**src/rtl/core/ipv4rx_pkg.sv**
```systemverilog
package ipv4rx_pkg;

   localparam int PROTOCOL_SLOTS = 4;

   localparam int CSR_DATA_W = 32;
   localparam int CSR_ADDR_W = $clog2(4 * (PROTOCOL_SLOTS + 1));
   localparam int CSR_IDX_W  = CSR_ADDR_W - 2;

   localparam logic [CSR_IDX_W-1:0] REG_LOCAL_ADDRESS = CSR_IDX_W'(0);
   localparam int                   REG_SLOT_BASE     = 1;

   localparam logic [8:0] SLOT_UNUSED = 9'd256;

   typedef enum logic [2:0] {
      ST_ACCEPT       = 3'd0,
      ST_BAD_VERSION  = 3'd1,
      ST_BAD_IHL      = 3'd2,
      ST_TOO_LONG     = 3'd3,
      ST_NOT_ADDRESSED = 3'd4,
      ST_UNKNOWN_PROTO = 3'd5,
      ST_BAD_CHECKSUM = 3'd6
   } status_type;

   typedef struct packed {
      logic [7:0]  data_byte;
      logic        start_of_packet;
      logic [15:0] frame_length;
   } req_type;

   typedef struct packed {
      status_type  status;
      logic [7:0]  protocol;
      logic [31:0] source_address;
      logic        is_broadcast;
      logic [15:0] ident;
      logic [7:0]  type_of_service;
      logic [15:0] fragment_offset;
      logic [2:0]  frag_flags;
      logic [5:0]  header_length;
      logic [15:0] payload_length;
   } rsp_type;

   typedef struct packed {
      logic [31:0]                         local_address;
      logic [PROTOCOL_SLOTS-1:0][8:0]      protocol_slot;
   } cfg_type;

endpackage

```
**src/rtl/core/ipv4rx_csr.sv**
```systemverilog
module ipv4rx_csr (
   input  logic                                clock,
   input  logic                                reset,
   input  logic                                csr_psel,
   input  logic                                csr_penable,
   input  logic                                csr_pwrite,
   input  logic [ipv4rx_pkg::CSR_ADDR_W-1:0]   csr_paddr,
   input  logic [ipv4rx_pkg::CSR_DATA_W-1:0]   csr_pwdata,
   output logic [ipv4rx_pkg::CSR_DATA_W-1:0]   csr_prdata,
   output logic                                csr_pready,
   output ipv4rx_pkg::cfg_type                 cfg
);

   ipv4rx_pkg::cfg_type                  cfg_ff, cfg_in;
   logic [ipv4rx_pkg::CSR_IDX_W-1:0]     idx;
   logic                                 wr_en;

   assign idx        = csr_paddr[ipv4rx_pkg::CSR_ADDR_W-1:2];
   assign wr_en      = csr_psel && csr_penable && csr_pwrite;
   assign csr_pready = 1'b1;
   assign cfg        = cfg_ff;

   always_comb begin
      cfg_in = cfg_ff;
      if (wr_en) begin
         if (idx == ipv4rx_pkg::REG_LOCAL_ADDRESS) begin
            cfg_in.local_address = csr_pwdata;
         end
         for (int i = 0; i < ipv4rx_pkg::PROTOCOL_SLOTS; i++) begin
            if (idx == ipv4rx_pkg::CSR_IDX_W'(ipv4rx_pkg::REG_SLOT_BASE + i)) begin
               cfg_in.protocol_slot[i] = csr_pwdata[8:0];
            end
         end
      end
   end

   always_comb begin
      csr_prdata = '0;
      if (idx == ipv4rx_pkg::REG_LOCAL_ADDRESS) begin
         csr_prdata = cfg_ff.local_address;
      end
      for (int i = 0; i < ipv4rx_pkg::PROTOCOL_SLOTS; i++) begin
         if (idx == ipv4rx_pkg::CSR_IDX_W'(ipv4rx_pkg::REG_SLOT_BASE + i)) begin
            csr_prdata = {(ipv4rx_pkg::CSR_DATA_W - 9)'(0), cfg_ff.protocol_slot[i]};
         end
      end
   end

   always_ff @(posedge clock) begin
      if (reset) begin
         cfg_ff.local_address <= '0;
         for (int i = 0; i < ipv4rx_pkg::PROTOCOL_SLOTS; i++) begin
            cfg_ff.protocol_slot[i] <= ipv4rx_pkg::SLOT_UNUSED;
         end
      end else begin
         cfg_ff <= cfg_in;
      end
   end

endmodule

```
**src/rtl/core/ipv4rx_hdr.sv**
```systemverilog
module ipv4rx_hdr (
   input  logic                 clock,
   input  logic                 reset,
   input  logic                 item_valid,
   input  ipv4rx_pkg::req_type  item,
   input  ipv4rx_pkg::cfg_type  cfg,
   output logic                 res_valid,
   output ipv4rx_pkg::rsp_type  res
);

   logic [5:0]  byte_position_ff, byte_position_in;
   logic [5:0]  header_bytes_ff, header_bytes_in;
   logic [15:0] ones_sum_ff, ones_sum_in;
   logic [7:0]  high_byte_hold_ff, high_byte_hold_in;
   logic [15:0] frame_size_hold_ff, frame_size_hold_in;
   logic [15:0] total_length_hold_ff, total_length_hold_in;
   logic [15:0] ident_hold_ff, ident_hold_in;
   logic [7:0]  tos_hold_ff, tos_hold_in;
   logic [15:0] flags_offset_hold_ff, flags_offset_hold_in;
   logic [7:0]  protocol_hold_ff, protocol_hold_in;
   logic [31:0] source_hold_ff, source_hold_in;
   logic [31:0] dest_hold_ff, dest_hold_in;
   logic        verdict_given_ff, verdict_given_in;

   logic [7:0]  b;
   logic        start, active, early, last, bcast, proto_ok;
   logic [5:0]  pos, hb_n;
   logic [16:0] sum_wide;
   logic [6:0]  pos_next;
   ipv4rx_pkg::status_type early_st, st;

   assign b     = item.data_byte;
   assign start = item.start_of_packet;
   assign pos   = start ? 6'd0 : byte_position_ff;
   assign active = item_valid && (start || !verdict_given_ff);

   always_comb begin
      early    = 1'b0;
      early_st = ipv4rx_pkg::ST_BAD_VERSION;
      if (pos == 6'd0) begin
         if (b[7:4] != 4'd4) begin
            early = 1'b1;
         end else if (b[3:0] < 4'd5) begin
            early    = 1'b1;
            early_st = ipv4rx_pkg::ST_BAD_IHL;
         end
      end
   end

   always_comb begin
      frame_size_hold_in   = start ? item.frame_length : frame_size_hold_ff;
      high_byte_hold_in    = start ? 8'd0 : high_byte_hold_ff;
      ones_sum_in          = start ? 16'd0 : ones_sum_ff;
      byte_position_in     = pos;
      verdict_given_in     = verdict_given_ff;
      header_bytes_in      = header_bytes_ff;
      total_length_hold_in = total_length_hold_ff;
      ident_hold_in        = ident_hold_ff;
      tos_hold_in          = tos_hold_ff;
      flags_offset_hold_in = flags_offset_hold_ff;
      protocol_hold_in     = protocol_hold_ff;
      source_hold_in       = source_hold_ff;
      dest_hold_in         = dest_hold_ff;
      sum_wide             = '0;
      hb_n                 = header_bytes_ff;
      if (pos == 6'd0) begin
         hb_n = {b[3:0], 2'b00};
      end
      pos_next = {1'b0, pos} + 7'd1;
      last     = !early && (pos_next >= {1'b0, hb_n});

      if (!early) begin
         header_bytes_in = hb_n;
         unique case (pos)
            6'd1:                            tos_hold_in = b;
            6'd2, 6'd3:                      total_length_hold_in = {total_length_hold_ff[7:0], b};
            6'd4, 6'd5:                      ident_hold_in = {ident_hold_ff[7:0], b};
            6'd6, 6'd7:                      flags_offset_hold_in = {flags_offset_hold_ff[7:0], b};
            6'd9:                            protocol_hold_in = b;
            6'd12, 6'd13, 6'd14, 6'd15:      source_hold_in = {source_hold_ff[23:0], b};
            6'd16, 6'd17, 6'd18, 6'd19:      dest_hold_in = {dest_hold_ff[23:0], b};
            default: ;
         endcase
         if (!pos[0]) begin
            high_byte_hold_in = b;
         end else begin
            sum_wide    = {1'b0, ones_sum_in} + {1'b0, high_byte_hold_in, b};
            ones_sum_in = sum_wide[15:0] + {15'd0, sum_wide[16]};
         end
         byte_position_in = pos_next[5:0];
      end
      if (early || last) begin
         verdict_given_in = 1'b1;
      end else if (start) begin
         verdict_given_in = 1'b0;
      end
   end

   always_comb begin
      proto_ok = 1'b0;
      for (int i = 0; i < ipv4rx_pkg::PROTOCOL_SLOTS; i++) begin
         if (cfg.protocol_slot[i] == {1'b0, protocol_hold_in}) begin
            proto_ok = 1'b1;
         end
      end
      bcast = (dest_hold_in == 32'hFFFF_FFFF);
      priority if (total_length_hold_in > frame_size_hold_in) begin
         st = ipv4rx_pkg::ST_TOO_LONG;
      end else if (!bcast && (dest_hold_in == 32'd0 || dest_hold_in != cfg.local_address)) begin
         st = ipv4rx_pkg::ST_NOT_ADDRESSED;
      end else if (!proto_ok) begin
         st = ipv4rx_pkg::ST_UNKNOWN_PROTO;
      end else if (ones_sum_in != 16'hFFFF) begin
         st = ipv4rx_pkg::ST_BAD_CHECKSUM;
      end else begin
         st = ipv4rx_pkg::ST_ACCEPT;
      end
   end

   always_comb begin
      res_valid = active && (early || last);
      if (early) begin
         res        = '0;
         res.status = early_st;
      end else begin
         res.status          = st;
         res.protocol        = protocol_hold_in;
         res.source_address  = source_hold_in;
         res.is_broadcast    = bcast;
         res.ident           = ident_hold_in;
         res.type_of_service = tos_hold_in;
         res.fragment_offset = {flags_offset_hold_in[12:0], 3'b000};
         res.frag_flags      = flags_offset_hold_in[15:13];
         res.header_length   = hb_n;
         res.payload_length  = (total_length_hold_in > {10'd0, hb_n}) ?
                               (total_length_hold_in - {10'd0, hb_n}) : 16'd0;
      end
   end

   always_ff @(posedge clock) begin
      if (reset) begin
         byte_position_ff     <= '0;
         header_bytes_ff      <= '0;
         ones_sum_ff          <= '0;
         high_byte_hold_ff    <= '0;
         frame_size_hold_ff   <= '0;
         total_length_hold_ff <= '0;
         ident_hold_ff        <= '0;
         tos_hold_ff          <= '0;
         flags_offset_hold_ff <= '0;
         protocol_hold_ff     <= '0;
         source_hold_ff       <= '0;
         dest_hold_ff         <= '0;
         verdict_given_ff     <= 1'b1;
      end else if (active) begin
         byte_position_ff     <= byte_position_in;
         header_bytes_ff      <= header_bytes_in;
         ones_sum_ff          <= ones_sum_in;
         high_byte_hold_ff    <= high_byte_hold_in;
         frame_size_hold_ff   <= frame_size_hold_in;
         total_length_hold_ff <= total_length_hold_in;
         ident_hold_ff        <= ident_hold_in;
         tos_hold_ff          <= tos_hold_in;
         flags_offset_hold_ff <= flags_offset_hold_in;
         protocol_hold_ff     <= protocol_hold_in;
         source_hold_ff       <= source_hold_in;
         dest_hold_ff         <= dest_hold_in;
         verdict_given_ff     <= verdict_given_in;
      end
   end

endmodule

```
**src/rtl/core/ipv4_receive_header_check.sv**
```systemverilog
// IPv4 receive header checker. Takes a packet one byte per transaction, the first
// byte marked by req_data.start_of_packet together with the received frame size,
// and gives one verdict transaction per packet: at the last header byte (IHL*4),
// or at byte 0 on a bad version or an IHL below 5. Checks run in order: version,
// IHL, total length against frame size, destination (broadcast or a non-zero
// match of the local address), protocol against the configured slots, header
// checksum. Bytes outside a header give no transaction. One byte is taken every
// cycle unless req_stall holds it; a byte passes through the input register and
// its verdict is registered in the output register, which drives the rsp_ channel.
// Configuration must be written only while idle; the block does not enforce it.
module ipv4_receive_header_check (
   input  logic                                clock,
   input  logic                                reset,
   input  logic                                req_valid,
   output logic                                req_stall,
   input  ipv4rx_pkg::req_type                 req_data,
   output logic                                rsp_valid,
   input  logic                                rsp_stall,
   output ipv4rx_pkg::rsp_type                 rsp_data,
   input  logic                                csr_psel,
   input  logic                                csr_penable,
   input  logic                                csr_pwrite,
   input  logic [ipv4rx_pkg::CSR_ADDR_W-1:0]   csr_paddr,
   input  logic [ipv4rx_pkg::CSR_DATA_W-1:0]   csr_pwdata,
   output logic [ipv4rx_pkg::CSR_DATA_W-1:0]   csr_prdata,
   output logic                                csr_pready
);

   ipv4rx_pkg::cfg_type  cfg;
   ipv4rx_pkg::req_type  in_data_ff;
   ipv4rx_pkg::rsp_type  out_data_ff, res;
   logic                 in_valid_ff, out_valid_ff, res_valid, advance;

   assign advance   = !out_valid_ff || !rsp_stall;
   assign req_stall = in_valid_ff && !advance;
   assign rsp_valid = out_valid_ff;
   assign rsp_data  = out_data_ff;

   ipv4rx_csr u_csr (
      .clock       (clock),
      .reset       (reset),
      .csr_psel    (csr_psel),
      .csr_penable (csr_penable),
      .csr_pwrite  (csr_pwrite),
      .csr_paddr   (csr_paddr),
      .csr_pwdata  (csr_pwdata),
      .csr_prdata  (csr_prdata),
      .csr_pready  (csr_pready),
      .cfg         (cfg)
   );

   ipv4rx_hdr u_hdr (
      .clock      (clock),
      .reset      (reset),
      .item_valid (in_valid_ff && advance),
      .item       (in_data_ff),
      .cfg        (cfg),
      .res_valid  (res_valid),
      .res        (res)
   );

   always_ff @(posedge clock) begin
      if (reset) begin
         in_valid_ff  <= 1'b0;
         out_valid_ff <= 1'b0;
      end else begin
         if (!req_stall) begin
            in_valid_ff <= req_valid;
         end
         if (advance) begin
            out_valid_ff <= in_valid_ff && res_valid;
         end
      end
   end

   always_ff @(posedge clock) begin
      if (!req_stall && req_valid) begin
         in_data_ff <= req_data;
      end
      if (advance && in_valid_ff && res_valid) begin
         out_data_ff <= res;
      end
   end

endmodule
```
**config.mk**
```make
export PLATFORM = sky130hd
export DESIGN_NAME = ipv4_receive_header_check
export DESIGN_NICKNAME = d
export VERILOG_FILES = /design/src/rtl/core/ipv4rx_pkg.sv /design/src/rtl/core/ipv4rx_csr.sv /design/src/rtl/core/ipv4rx_hdr.sv /design/src/rtl/core/ipv4_receive_header_check.sv
export SDC_FILE = /design/constraint.sdc
export NUM_CORES = 1
export LEC_CHECK = 0
export ABC_AREA = 1
export BUFFER_PORTS_ARGS = -buffer_cell sky130_fd_sc_hd__buf_2
export CAP_MARGIN = 20
export CORE_MARGIN = 4
export CORE_UTILIZATION = 35
export DETAILED_ROUTE_END_ITERATION = 7
export PLACE_DENSITY = 0.58
export REMOVE_ABC_BUFFERS = 1
export SYNTH_ARGS = -nofsm -noshare
export SYNTH_HDL_FRONTEND = slang
export SYNTH_SLANG_ARGS = --single-unit
```
**constraint.sdc**
```tcl
create_clock -name clock -period 10.83 [get_ports clock]
set_clock_uncertainty 0.1 [all_clocks]
set_input_delay 3.249 -clock clock [delete_from_list [all_inputs] [get_ports clock]]
set_output_delay 3.249 -clock clock [all_outputs]
set_load 0.03 [all_outputs]
```
# Word level (Yosys, flattened, before mapping)
# Cells that the tools add are included.
# word_totals
register_bits	385
latch_bits	0
ram_bits	0
romBits	0
inputBits	69
output_inout_bits	144
wordCells	158
memories	0
# classes
add_sub_neg	4
mul	0
div	0
n_lt_le_gt_ge	4
eq_ne	28
shift	0
n_mux	47
n_bitwise	2
reduce_logical	39
# op_table
operator	n
32-bit 2-to-1 mux	9
16-bit 2-to-1 mux	11
109-bit 2-to-1 mux	1
8-bit 2-to-1 mux	7
9-bit by 8-bit equality test with 1-bit output	4
32-bit equality test (second input constant)	1
32-bit zero test	1
32-bit != test	1
6-bit by 4-bit equality test with 1-bit output (second input constant)	5
6-bit by 3-bit equality test with 1-bit output (second input constant)	4
6-bit by 5-bit equality test with 1-bit output (second input constant)	4
3-bit 2-to-1 mux	6
6-bit 2-to-1 mux	3
16-bit by 16-bit adder with 17-bit output	1
16-bit by 1-bit adder with 16-bit output	1
16-bit > comparator	1
16-bit by 6-bit > comparator with 1-bit output	1
16-bit != test (second input constant)	1
16-bit by 6-bit subtractor with 16-bit output	1
2-bit AND reduction	7
6-bit by 2-bit equality test with 1-bit output (second input constant)	2
1-bit logical AND	11
1-bit 2-to-1 mux	9
2-bit OR reduction	4
16 further kinds	28

# Longest topological paths before layout
# Gate-level depths: netlist (run 1).
# logic_depth
ltp_word	14
mapped_depth	39
ltp_nobuf	39

# Hierarchy
# A second synthesis (run 1) with hierarchy kept.
# unflattened
hier_cells	2671
area_unflattened_um2	20273.2
# by_module_without_submodules
mod	n_inst	cells_each	area_each_um2
ipv4rx_hdr	1	2040	12958.7
ipv4_receive_header_check	1	149	4129.0
ipv4rx_csr	1	482	3185.6

# Worst setup path before layout (run 1)
# No wires, ideal clock.
# synth_timing
path_kind	in2out
start	in csr_paddr[4] in the netlist's numbering
end	out csr_prdata[2] in the netlist's numbering
arrival_time_ps	4352
setup_slack_ps	3129
stages	5
path_buffers	0
path_cell_list	inv_1 > nand2_1 > nor2_1 > a221oi_1 > a31oi_1
# synth_between
elab_chain_cells	6
word_cells_on_any_way	10
# synth_lines
item	line	text
start, declared	ipv4_receive_header_check.sv:23	input logic [ipv4rx_pkg::CSR_ADDR_W-1:0] csr_paddr,
3-bit zero test	ipv4rx_csr.sv:39	if (idx == ipv4rx_pkg::REG_LOCAL_ADDRESS) begin
32-bit 2-to-1 mux	ipv4rx_csr.sv:39	
32-bit 2-to-1 mux (3 in series)	ipv4rx_csr.sv:43	if (idx == ipv4rx_pkg::CSR_IDX_W'(ipv4rx_pkg::REG_SLOT_BASE + i)) begin
32-bit 2-to-1 mux *	ipv4rx_csr.sv:43	
end, declared	ipv4_receive_header_check.sv:25	output logic [ipv4rx_pkg::CSR_DATA_W-1:0] csr_prdata,
# Mark *: on every way between the ends. The rest lies on a longest branch, timed or not.

# Final worst setup path (run 1)
# layout_timing
start	in csr_paddr[3] in the netlist's numbering
end	out csr_prdata[7] in the netlist's numbering
# The elaborated chain is that of the path after synthesis.

==> impl_metrics.env, run 1 <==
export IMPL_avgSynthCellArea_um2=7.62
export IMPL_final_nets=2851
export IMPL_grt_usage_pct=18.2
export IMPL_hold_class="reg -> reg"
export IMPL_synth_cell_types=55
export IMPL_powerDensity_mw_per_mm2=156
export IMPL_reg2reg_from="in_data_ff[16]"
export IMPL_place_gp_congestion=0.880
export IMPL_io_pins=213
export IMPL_hold_depth=2
export IMPL_p_int_mw=2.64
export IMPL_netlist_area_leader_share_pct=25.5
export IMPL_grt_pass1_vias=16200
export IMPL_synth_compound_area_share_pct=17.2
export IMPL_synth_top_cell_by_area="dfxtp_1"
export IMPL_setup_tns_final_ns=0
export IMPL_drtIter0Drc=1060
export IMPL_dr_total_vias=17500
export IMPL_swShare_pct=26.0
export IMPL_cts_hold_buf=0
export IMPL_coreArea_mm2=0.0554
export IMPL_slew_headroom_pct=29.6
export IMPL_syn2layout_area_growth_pct=16.0
export IMPL_setup_slack_ns=2.75
export IMPL_root_buffer="clkbuf_16"
export IMPL_numCtsBuffers=44
export IMPL_mappedNetlistArea_mm2=0.0197
export IMPL_critical_path_class="in -> out"
export IMPL_wirelength_um=56300
export IMPL_fp_dieH_um=245
export IMPL_synthMuxAreaShare_pct=1.07
export IMPL_max_freq_mhz=124
export IMPL_cts_tree="built"
export IMPL_vdd_drop_max_mv=0.100
export IMPL_cts_setup_buffers=0
export IMPL_h_tree_depth=2
export IMPL_synthAdderAreaFrac_pct=2.99
export IMPL_clkPwrFrac_pct=44.1
export IMPL_async_flop_share_pct=0
export IMPL_end_kind="primary output"
export IMPL_synth_top_family_by_area="simple AND/OR/NAND/NOR gates"
export IMPL_start_kind="primary input"
export IMPL_p_seq_share_pct=44.3
export IMPL_min_delay_start="u_hdr.header_bytes_ff[1]"
export IMPL_fin_util_pct=41.3
export IMPL_yosys_top_cells_area="dfxtp_1 (25%), edfxtp_1 (20%), nand2_1 (8.3%)"
export IMPL_fillers=5650
export IMPL_overflow=0
export IMPL_first_pass_iters=6
export IMPL_switching_power_mw=0.929
export IMPL_grt_max_degree=101
export IMPL_finalMaxSlewViolations=0
export IMPL_post_route_drc_count=0
export IMPL_rows=86
export IMPL_drt_vias_per_instance=4.97
export IMPL_synth_seq_area_share_pct=45.4
export IMPL_port_buffer_count=206
export IMPL_clkLatencyLatePin_ns=0.56
export IMPL_r2r_setup_slack_ns=4.78
export IMPL_hpwl_um=39200
export IMPL_fin_crit_ns=8.08
export IMPL_holdPathEnd="u_hdr.header_bytes_ff[1]"
export IMPL_wl_per_cell_um=16.0
export IMPL_cp_max_fo=6
export IMPL_ys_warn_count=0
export IMPL_synth_seq_cells=382
export IMPL_synthSimpleGateAreaFrac_pct=21.0
export IMPL_diodes=0
export IMPL_hold_viol=0
export IMPL_antenna_found_initial=0
export IMPL_fin_crit_sh_pct=74.6
export IMPL_initial_utilization_pct=35.6
export IMPL_drive_above_1_share_pct=12.9
export IMPL_rsz0062_at_grt="no"
export IMPL_grt_pass1_wl_um=88700
export IMPL_outcome="finished, final reports clean"
export IMPL_power_frac_comb_pct=11.6
export IMPL_worst_pin_slew_ns=1.06
export IMPL_reg2reg_depth=21
export IMPL_die_area_mm2=0.0602
export IMPL_synthXorXnorAreaFrac_pct=1.91
export IMPL_r2r_end="rsp_data[14]"
export IMPL_setup_viol=0
export IMPL_die_x_um=245
export IMPL_drv_cap=0
export IMPL_dp_slack_ns=2.31
export IMPL_required_ns=7.48
export IMPL_synth_flop_cell="dfxtp_1"
export IMPL_ant_nets=0
export IMPL_path_clk_slew_ns=0.07
export IMPL_syn_inst=2589
export IMPL_synth_edf_count=131
export IMPL_power_leakage_nw=10.3
export IMPL_clkSinkCount=382
export IMPL_cp_arrival_ns=4.73
export IMPL_ctsResizeCount=0
export IMPL_cts_max_path_buffers=3
## worst max-delay path by stage
stage | start | to | cells after the start
floorplan | rsp_stall | rsp_data[0] | 5
finish | csr_paddr[3] | csr_prdata[7] | 7
CTS | csr_paddr[2] | csr_prdata[3] | 7
global placement | csr_paddr[3] | csr_prdata[3] | 7
global route | csr_paddr[2] | csr_prdata[1] | 8
detailed placement | csr_paddr[2] | csr_prdata[3] | 7
## routing by layer
layer	GRT usage, %	vias up	routed length [µm]
met5	0	-	0
met4	3.94	0	988
met3	2.63	69	3110
met2	29.6	474	25400
met1	25.7	8148	26700
li1	-	8795	-
## registers in the layout, summed over array words and instances (netlist names), 25 cells and up
register	count
in_data_ff	25
rsp_data	106
u_hdr.source_hold_ff	32
u_csr.cfg	68
u_hdr.dest_hold_ff	32
## Yosys cell counts, drive strengths merged (31+ instances only)
| cell | count |
|---|---|
| nand2 | 445 |
| inv | 397 |
| buf | 31 |
| a21oi | 177 |
| dfxtp | 251 |
| nor2 | 358 |
| nand3 | 98 |
| o21ai | 252 |
| nand4 | 39 |
| ha | 44 |
| xor2 | 31 |
| o211ai | 84 |
| clkbuf | 93 |
| edfxtp | 131 |
## through the flow
| step | std cells | cell area, µm² | power, mW | hold slack (ns) |
|---|---|---|---|---|
| final | 3518 | 22900 | 3.57 | 0.355 |
| after global routing | 3518 | 22900 | 3.72 | 0.369 |
| after CTS | 3516 | 22800 | 3.62 | 0.357 |
| after detailed placement | 3436 | 21300 | 2.03 | 0.347 |
| after global placement | 3436 | 21300 | 2.01 | 0.338 |
| after floorplan | 2467 | 19200 | 1.89 | 0.326 |
## layout make-up
| class | count | area (µm²) | share of cell area (%) |
|---|---|---|---|
| Clock buffer | 57 | 1230 | 5.38 |
| Clock inverter | 23 | 303 | 1.32 |
| Inverter | 401 | 1520 | 6.63 |
| Multi-Input combinational cell | 1684 | 8760 | 38.3 |
| Sequential cell | 382 | 8960 | 39.1 |
| Tap cell | 748 | 936 | 4.09 |
| Timing Repair Buffer | 223 | 1190 | 5.18 |
## critical path: stages
cell and delay [ns]:
buf_2 0.11, nor3_1 0.48, inv_1 0.25, o22ai_1 0.20, a21oi_1 0.08, nand3_1 0.14
buf_2 0.22
## power groups by stage
stage | Sequential, mW | Clock, mW | Combinational (mW)
after global placement | 1.61 | 0 | 0.405
after CTS | 1.58 | 1.62 | 0.417
final | 1.58 | 1.57 | 0.416
after floorplan | 1.64 | 0 | 0.252
after detailed placement | 1.61 | 0 | 0.415
after global routing | 1.59 | 1.67 | 0.467
## logic make-up after synthesis
| logic type | Yosys count |
|---|---|
| multiplexers | 21 |
| flip-flops | 382 |
| adder cells (fa/ha/maj) | 46 |
| AND/OR/NAND/NOR | 989 |
| buffers and inverters | 525 |
| AO/OA/AOI/OAI | 581 |
| other | 2 |
| XOR/XNOR | 43 |
## cells in the final DEF, fill, tap and decap left out, drive strengths merged, types with 2 or more instances in the layout
master    instances
nor4             12
or2               7
edfxtp          131
dfxtp           251
mux2i            21
nand3            98
o21a             11
conb              4
fa                2
o22ai             9
bufinv            7
xor2             31
o21bai            5
clkinv           16
nand4            39
nor3             26
o21ai           252
o211ai           84
inv             398
ha               44
nand3b            3
a211oi           29
a31oi             3
a221oi            6
clkinvlp          3
clkbuf           57
nor2            358
xnor2            12
buf             223
a21oi           177
nand2           445
(Power assumes the default switching activity.)
==> run 2, diff against run 1 <==
- clock period: 10.83 -> 8.3 ns (I/O delays scaled with it)
==> impl_metrics.env, run 2 (same netlist as run 1, synthesis figures left out) <==
export IMPL_outcome="finished, final reports clean"
export IMPL_critPathMaxStageDelay_ns=0.47
export IMPL_largest_register_ffs=106
export IMPL_rows=86
export IMPL_grt_pass1_vias=16200
export IMPL_io_pins=213
export IMPL_port_buffer_count=206
export IMPL_path_clk_slew_ns=0.06
export IMPL_first_pass_iters=6
export IMPL_grt_pass1_wl_um=88300
export IMPL_hold_viol=0
export IMPL_numCtsBuffers=45
export IMPL_grt_max_degree=103
export IMPL_ant_nets=0
export IMPL_start_kind="primary input"
export IMPL_finalMaxSlewViolations=0
export IMPL_fin_crit_sh_pct=78.2
export IMPL_wl_per_cell_um=16.1
export IMPL_fin_crit_ns=6.49
export IMPL_initial_utilization_pct=35.6
export IMPL_die_area_mm2=0.0602
export IMPL_power_leakage_nw=10.2
export IMPL_cp_arrival_ns=3.90
export IMPL_critPathSlowestCell="nor2_1"
export IMPL_cts_max_path_buffers=3
export IMPL_max_freq_mhz=154
export IMPL_grt_usage_pct=18.1
export IMPL_overflow=0
export IMPL_dp_slack_ns=1.82
export IMPL_place_gp_congestion=0.889
export IMPL_setup_tns_final_ns=0
export IMPL_cp_buffers_inverters=3
export IMPL_multiInputGateArea_mm2=0.00876
export IMPL_critical_path_class="in -> out"
export IMPL_vdd_drop_max_mv=0.115
export IMPL_fillers=5636
export IMPL_final_nets=2854
export IMPL_cp_max_fo=9
export IMPL_ctsResizeCount=0
export IMPL_hpwl_um=39700
export IMPL_crit_path_frequent_cell="buf_2"
export IMPL_drtIter0Drc=1237
export IMPL_syn2layout_area_growth_pct=15.3
export IMPL_cp_cell_sequence="buf_2, inv_1, nand2_1, nor2_1, a221oi_1, a31oi_1, buf_2"
export IMPL_drt_vias_per_instance=4.99
export IMPL_cts_setup_buffers=0
export IMPL_rsz0062_at_grt="no"
export IMPL_end_kind="primary output"
export IMPL_coreArea_mm2=0.0554
export IMPL_cp_top_family="simple AND/OR/NAND/NOR gates"
export IMPL_setup_viol=0
export IMPL_fin_cells=3518
export IMPL_final_common_cell="nand2_1"
export IMPL_root_buffer="clkbuf_16"
export IMPL_clkSinkCount=382
export IMPL_fin_util_pct=41.0
export IMPL_antenna_found_initial=0
export IMPL_setup_slack_ns=1.81
export IMPL_h_tree_depth=2
export IMPL_most_common_layout_cells="nand2_1 (438), inv_1 (379), nor2_1 (350)"
export IMPL_diodes=0
export IMPL_cts_tree="built"
export IMPL_post_route_drc_count=0
export IMPL_worst_pin_slew_ns=1.07
export IMPL_die_x_um=245
export IMPL_place_inst=3439
export IMPL_r2r_setup_slack_ns=2.47
export IMPL_regArea_mm2=0.00896
export IMPL_powerDensity_mw_per_mm2=197
export IMPL_hold_class="reg -> reg"
export IMPL_wirelength_um=56600
export IMPL_dr_total_vias=17600
export IMPL_clkLatencyLatePin_ns=0.56
export IMPL_slew_headroom_pct=29.0
export IMPL_cts_hold_buf=0
export IMPL_fp_dieH_um=245
export IMPL_required_ns=5.71
export IMPL_drive_above_1_share_pct=12.7
export IMPL_drv_cap=0
==> run 2: cell count changes in the layout (fill, tap and decap cells not counted) <==
cell        before  now
clkbuf_8         4    8
clkinv_2         9    5
clkinvlp_4       3    4
clkbuf_1         7   12
clkinv_1         6    5
buf_16           1    0
buf_12           0    1
buf_4           15   17
bufinv_16        7    0
==> run 2: cell type report <==
class / count / area share [%]
sequential: 382 / 39.4
clock buffer: 66 / 5.74
inverter: 401 / 6.67
timing repair buffer: 225 / 5.25
multi-input combinational: 1684 / 38.5
clock inverter: 12 / 0.336
tap: 748 / 4.11
==> run 2: worst reg2reg max path: cells and delay by family, from the launching register on <==
| kind | cells | cell delay (ns) |
|---|---|---|
| simple gates | 9 | 2.09 |
| compound gates | 5 | 1.59 |
| fa+ha+maj | 3 | 0.93 |
| buf+inv | 4 | 0.52 |
| flops | 1 | 0.35 |
==> run 2: report_power, final <==
group	internal, mW	leakage, nW	switching, mW
combinational	0.164	6.37	0.378
clock	1.09	0.669	0.781
sequential	2.02	3.19	0.0439
total	3.27	10.2	1.20
==> run 2: stage by stage <==
stage               hold WS, ns  area, µm²  power (mW)
global route              0.373      22700        4.68
floorplan                 0.326      19200        2.47
finish                    0.358      22700        4.47
global placement          0.341      21300        2.63
detailed placement        0.349      21300        2.64
CTS                       0.359      22700        4.53
==> run 2: path summary, 6_finish.rpt <==
kind                                             startpoint                          end  cells past startpoint
worst max-delay path                           csr_paddr[4]                csr_prdata[2]                      7
worst min-delay path            u_hdr.frame_size_hold_ff[0]  u_hdr.frame_size_hold_ff[0]                      2
worst max register to register    u_hdr.byte_position_ff[0]                 rsp_data[14]                     21
worst min register to register  u_hdr.frame_size_hold_ff[0]  u_hdr.frame_size_hold_ff[0]                      2
==> run 2: routing by layer <==
layer,vias up,routed length [µm],part of all wire [%],GRT usage (%)
met3,65,3850,6.8,3.27
met5,-,0,0,0
met2,521,25500,45,29.0
li1,8828,-,-,-
met4,0,952,1.7,4.32
met1,8140,26300,46,25.6
==> run 3, diff against run 2 <==
- clock period: 8.3 -> 6.4 ns (I/O delays scaled with it)
==> impl_metrics.env, run 3 (same netlist as run 1, synthesis figures left out) <==
export IMPL_grt_pass1_vias=16400
export IMPL_rows=86
export IMPL_fin_crit_ns=5.73
export IMPL_cts_max_path_buffers=3
export IMPL_fin_util_pct=41.3
export IMPL_die_x_um=245
export IMPL_die_area_mm2=0.0602
export IMPL_critical_path_class="reg -> reg"
export IMPL_max_freq_mhz=175
export IMPL_port_buffer_count=206
export IMPL_cts_setup_buffers=0
export IMPL_cp_max_fo=30
export IMPL_wl_met3_um=3330
export IMPL_cp_top_family="simple AND/OR/NAND/NOR gates"
export IMPL_final_common_cell="nand2_1"
export IMPL_clkLatencyLatePin_ns=0.58
export IMPL_numCtsBuffers=44
export IMPL_cp_buffers_inverters=4
export IMPL_wl_per_cell_um=15.8
export IMPL_critPathSlowestCell="edfxtp_1"
export IMPL_hold_class="reg -> reg"
export IMPL_crit_cells=20
export IMPL_fin_crit_sh_pct=89.5
export IMPL_largest_register_ffs=106
export IMPL_worst_pin_slew_ns=1.07
export IMPL_fp_dieH_um=245
export IMPL_dr_max_layer_used="met5"
export IMPL_rsz0062_at_grt="no"
export IMPL_wirelength_um=55600
export IMPL_syn2layout_area_growth_pct=15.9
export IMPL_post_route_drc_count=0
export IMPL_reg2reg_depth=20
export IMPL_whs_ns=0.358
export IMPL_initial_utilization_pct=35.6
export IMPL_required_ns=6.60
export IMPL_grt_pass1_wl_um=88300
export IMPL_ant_nets=0
export IMPL_grt_max_degree=120
export IMPL_drtIter0Drc=1205
export IMPL_cts_hold_buf=0
export IMPL_hpwl_um=39000
export IMPL_first_pass_iters=6
export IMPL_setup_viol=0
export IMPL_powerDensity_mw_per_mm2=260
export IMPL_regArea_mm2=0.00896
export IMPL_drt_vias_per_instance=4.97
export IMPL_outcome="finished, final reports clean"
export IMPL_postLayoutCellArea_mm2=0.0229
export IMPL_start_kind="flip-flop"
export IMPL_hold_viol=0
export IMPL_h_tree_depth=2
export IMPL_critPathMaxStageDelay_ns=1.01
export IMPL_wl_met2_um=25100
export IMPL_ctsResizeCount=0
export IMPL_fillers=5702
export IMPL_cts_tree="built"
export IMPL_cp_arrival_ns=5.93
export IMPL_place_gp_congestion=0.893
export IMPL_end_kind="flip-flop"
export IMPL_slew_headroom_pct=29.0
export IMPL_finalMaxSlewViolations=0
export IMPL_multiInputGateArea_mm2=0.00876
export IMPL_root_buffer="clkbuf_16"
export IMPL_path_clk_slew_ns=0.06
export IMPL_diodes=0
export IMPL_io_pins=213
export IMPL_setup_slack_ns=0.672
export IMPL_coreArea_mm2=0.0554
export IMPL_dpl_cell_area_mm2=0.0214
export IMPL_overflow=0
export IMPL_power_leakage_nw=10.3
export IMPL_most_common_layout_cells="nand2_1 (438), inv_1 (379), nor2_1 (350)"
export IMPL_hold_depth=2
export IMPL_wl_met1_um=26100
export IMPL_grt_usage_pct=18.1
export IMPL_cp_cell_sequence="nor2_1, buf_4, inv_1, ha_1, inv_1, nor2_4, nand2_4, nand4_4, buf_4, o21ai_0, fa_1, a221o_1, a221oi_1, nand2_1, nor2_1, nand2_1, nor2_1, nand2_1, o21ai_0, a21oi_1"
export IMPL_antenna_found_initial=1
export IMPL_drv_cap=0
export IMPL_drive_above_1_share_pct=12.9
export IMPL_dp_slack_ns=0.715
export IMPL_vdd_drop_max_mv=0.162
export IMPL_clkSinkCount=382
export IMPL_dr_total_vias=17500
export IMPL_final_nets=2858
==> run 3: worst register-to-register path, stage by stage, from the launching register on <==
cell      delay [ns]
edfxtp_1        1.01
nor2_1          0.12
buf_4           0.21
inv_1           0.15
ha_1            0.23
inv_1           0.09
nor2_4          0.29
nand2_4         0.28
nand4_4         0.17
buf_4           0.29
o21ai_0         0.33
fa_1            0.52
a221o_1         0.37
a221oi_1        0.30
nand2_1         0.14
nor2_1          0.22
nand2_1         0.14
nor2_1          0.15
nand2_1         0.09
o21ai_0         0.18
a21oi_1         0.09
==> run 3: power breakdown <==
group / internal [mW] / switching [mW] / total [mW]
sequential: 2.62 / 0.0588 / 2.68
combinational: 0.214 / 0.487 / 0.701
clock: 1.53 / 1.04 / 2.57
==> run 3: layout make-up <==
class / count / share of cell area [%]
Clock inverter: 29 / 1.33
Multi-Input combinational cell: 1684 / 38.3
Clock buffer: 53 / 5.05
Timing Repair Buffer: 230 / 5.44
Tap cell: 748 / 4.09
Inverter: 401 / 6.64
Sequential cell: 382 / 39.2
==> run 3: metrics by stage <==
stage,total power [mW],TNS (ns),std cells
after floorplan,3.20,-784.30,2467
after detailed placement,3.43,0,3443
final,5.95,0,3527
after CTS,6.02,0,3525
after global placement,3.41,0,3443
after global routing,6.21,0,3527
==> run 3: path summary, 6_finish.rpt <==
| check | start | to | slack [ns] |
|---|---|---|---|
| hold reg to reg | u_hdr.frame_size_hold_ff[0] | u_hdr.frame_size_hold_ff[0] | 0.36 |
| hold / removal | u_hdr.frame_size_hold_ff[0] | u_hdr.frame_size_hold_ff[0] | 0.36 |
| setup / recovery | in_data_ff[16] | rsp_data[14] | 0.67 |
| setup reg to reg | in_data_ff[16] | rsp_data[14] | 0.67 |
==> run 3: metal layers <==
layer / vias up / track usage (%)
met3: 66 / 2.54
li1: 8844 / -
met2: 449 / 29.8
met5: - / 0
met4: 2 / 4.10
met1: 8166 / 25.3
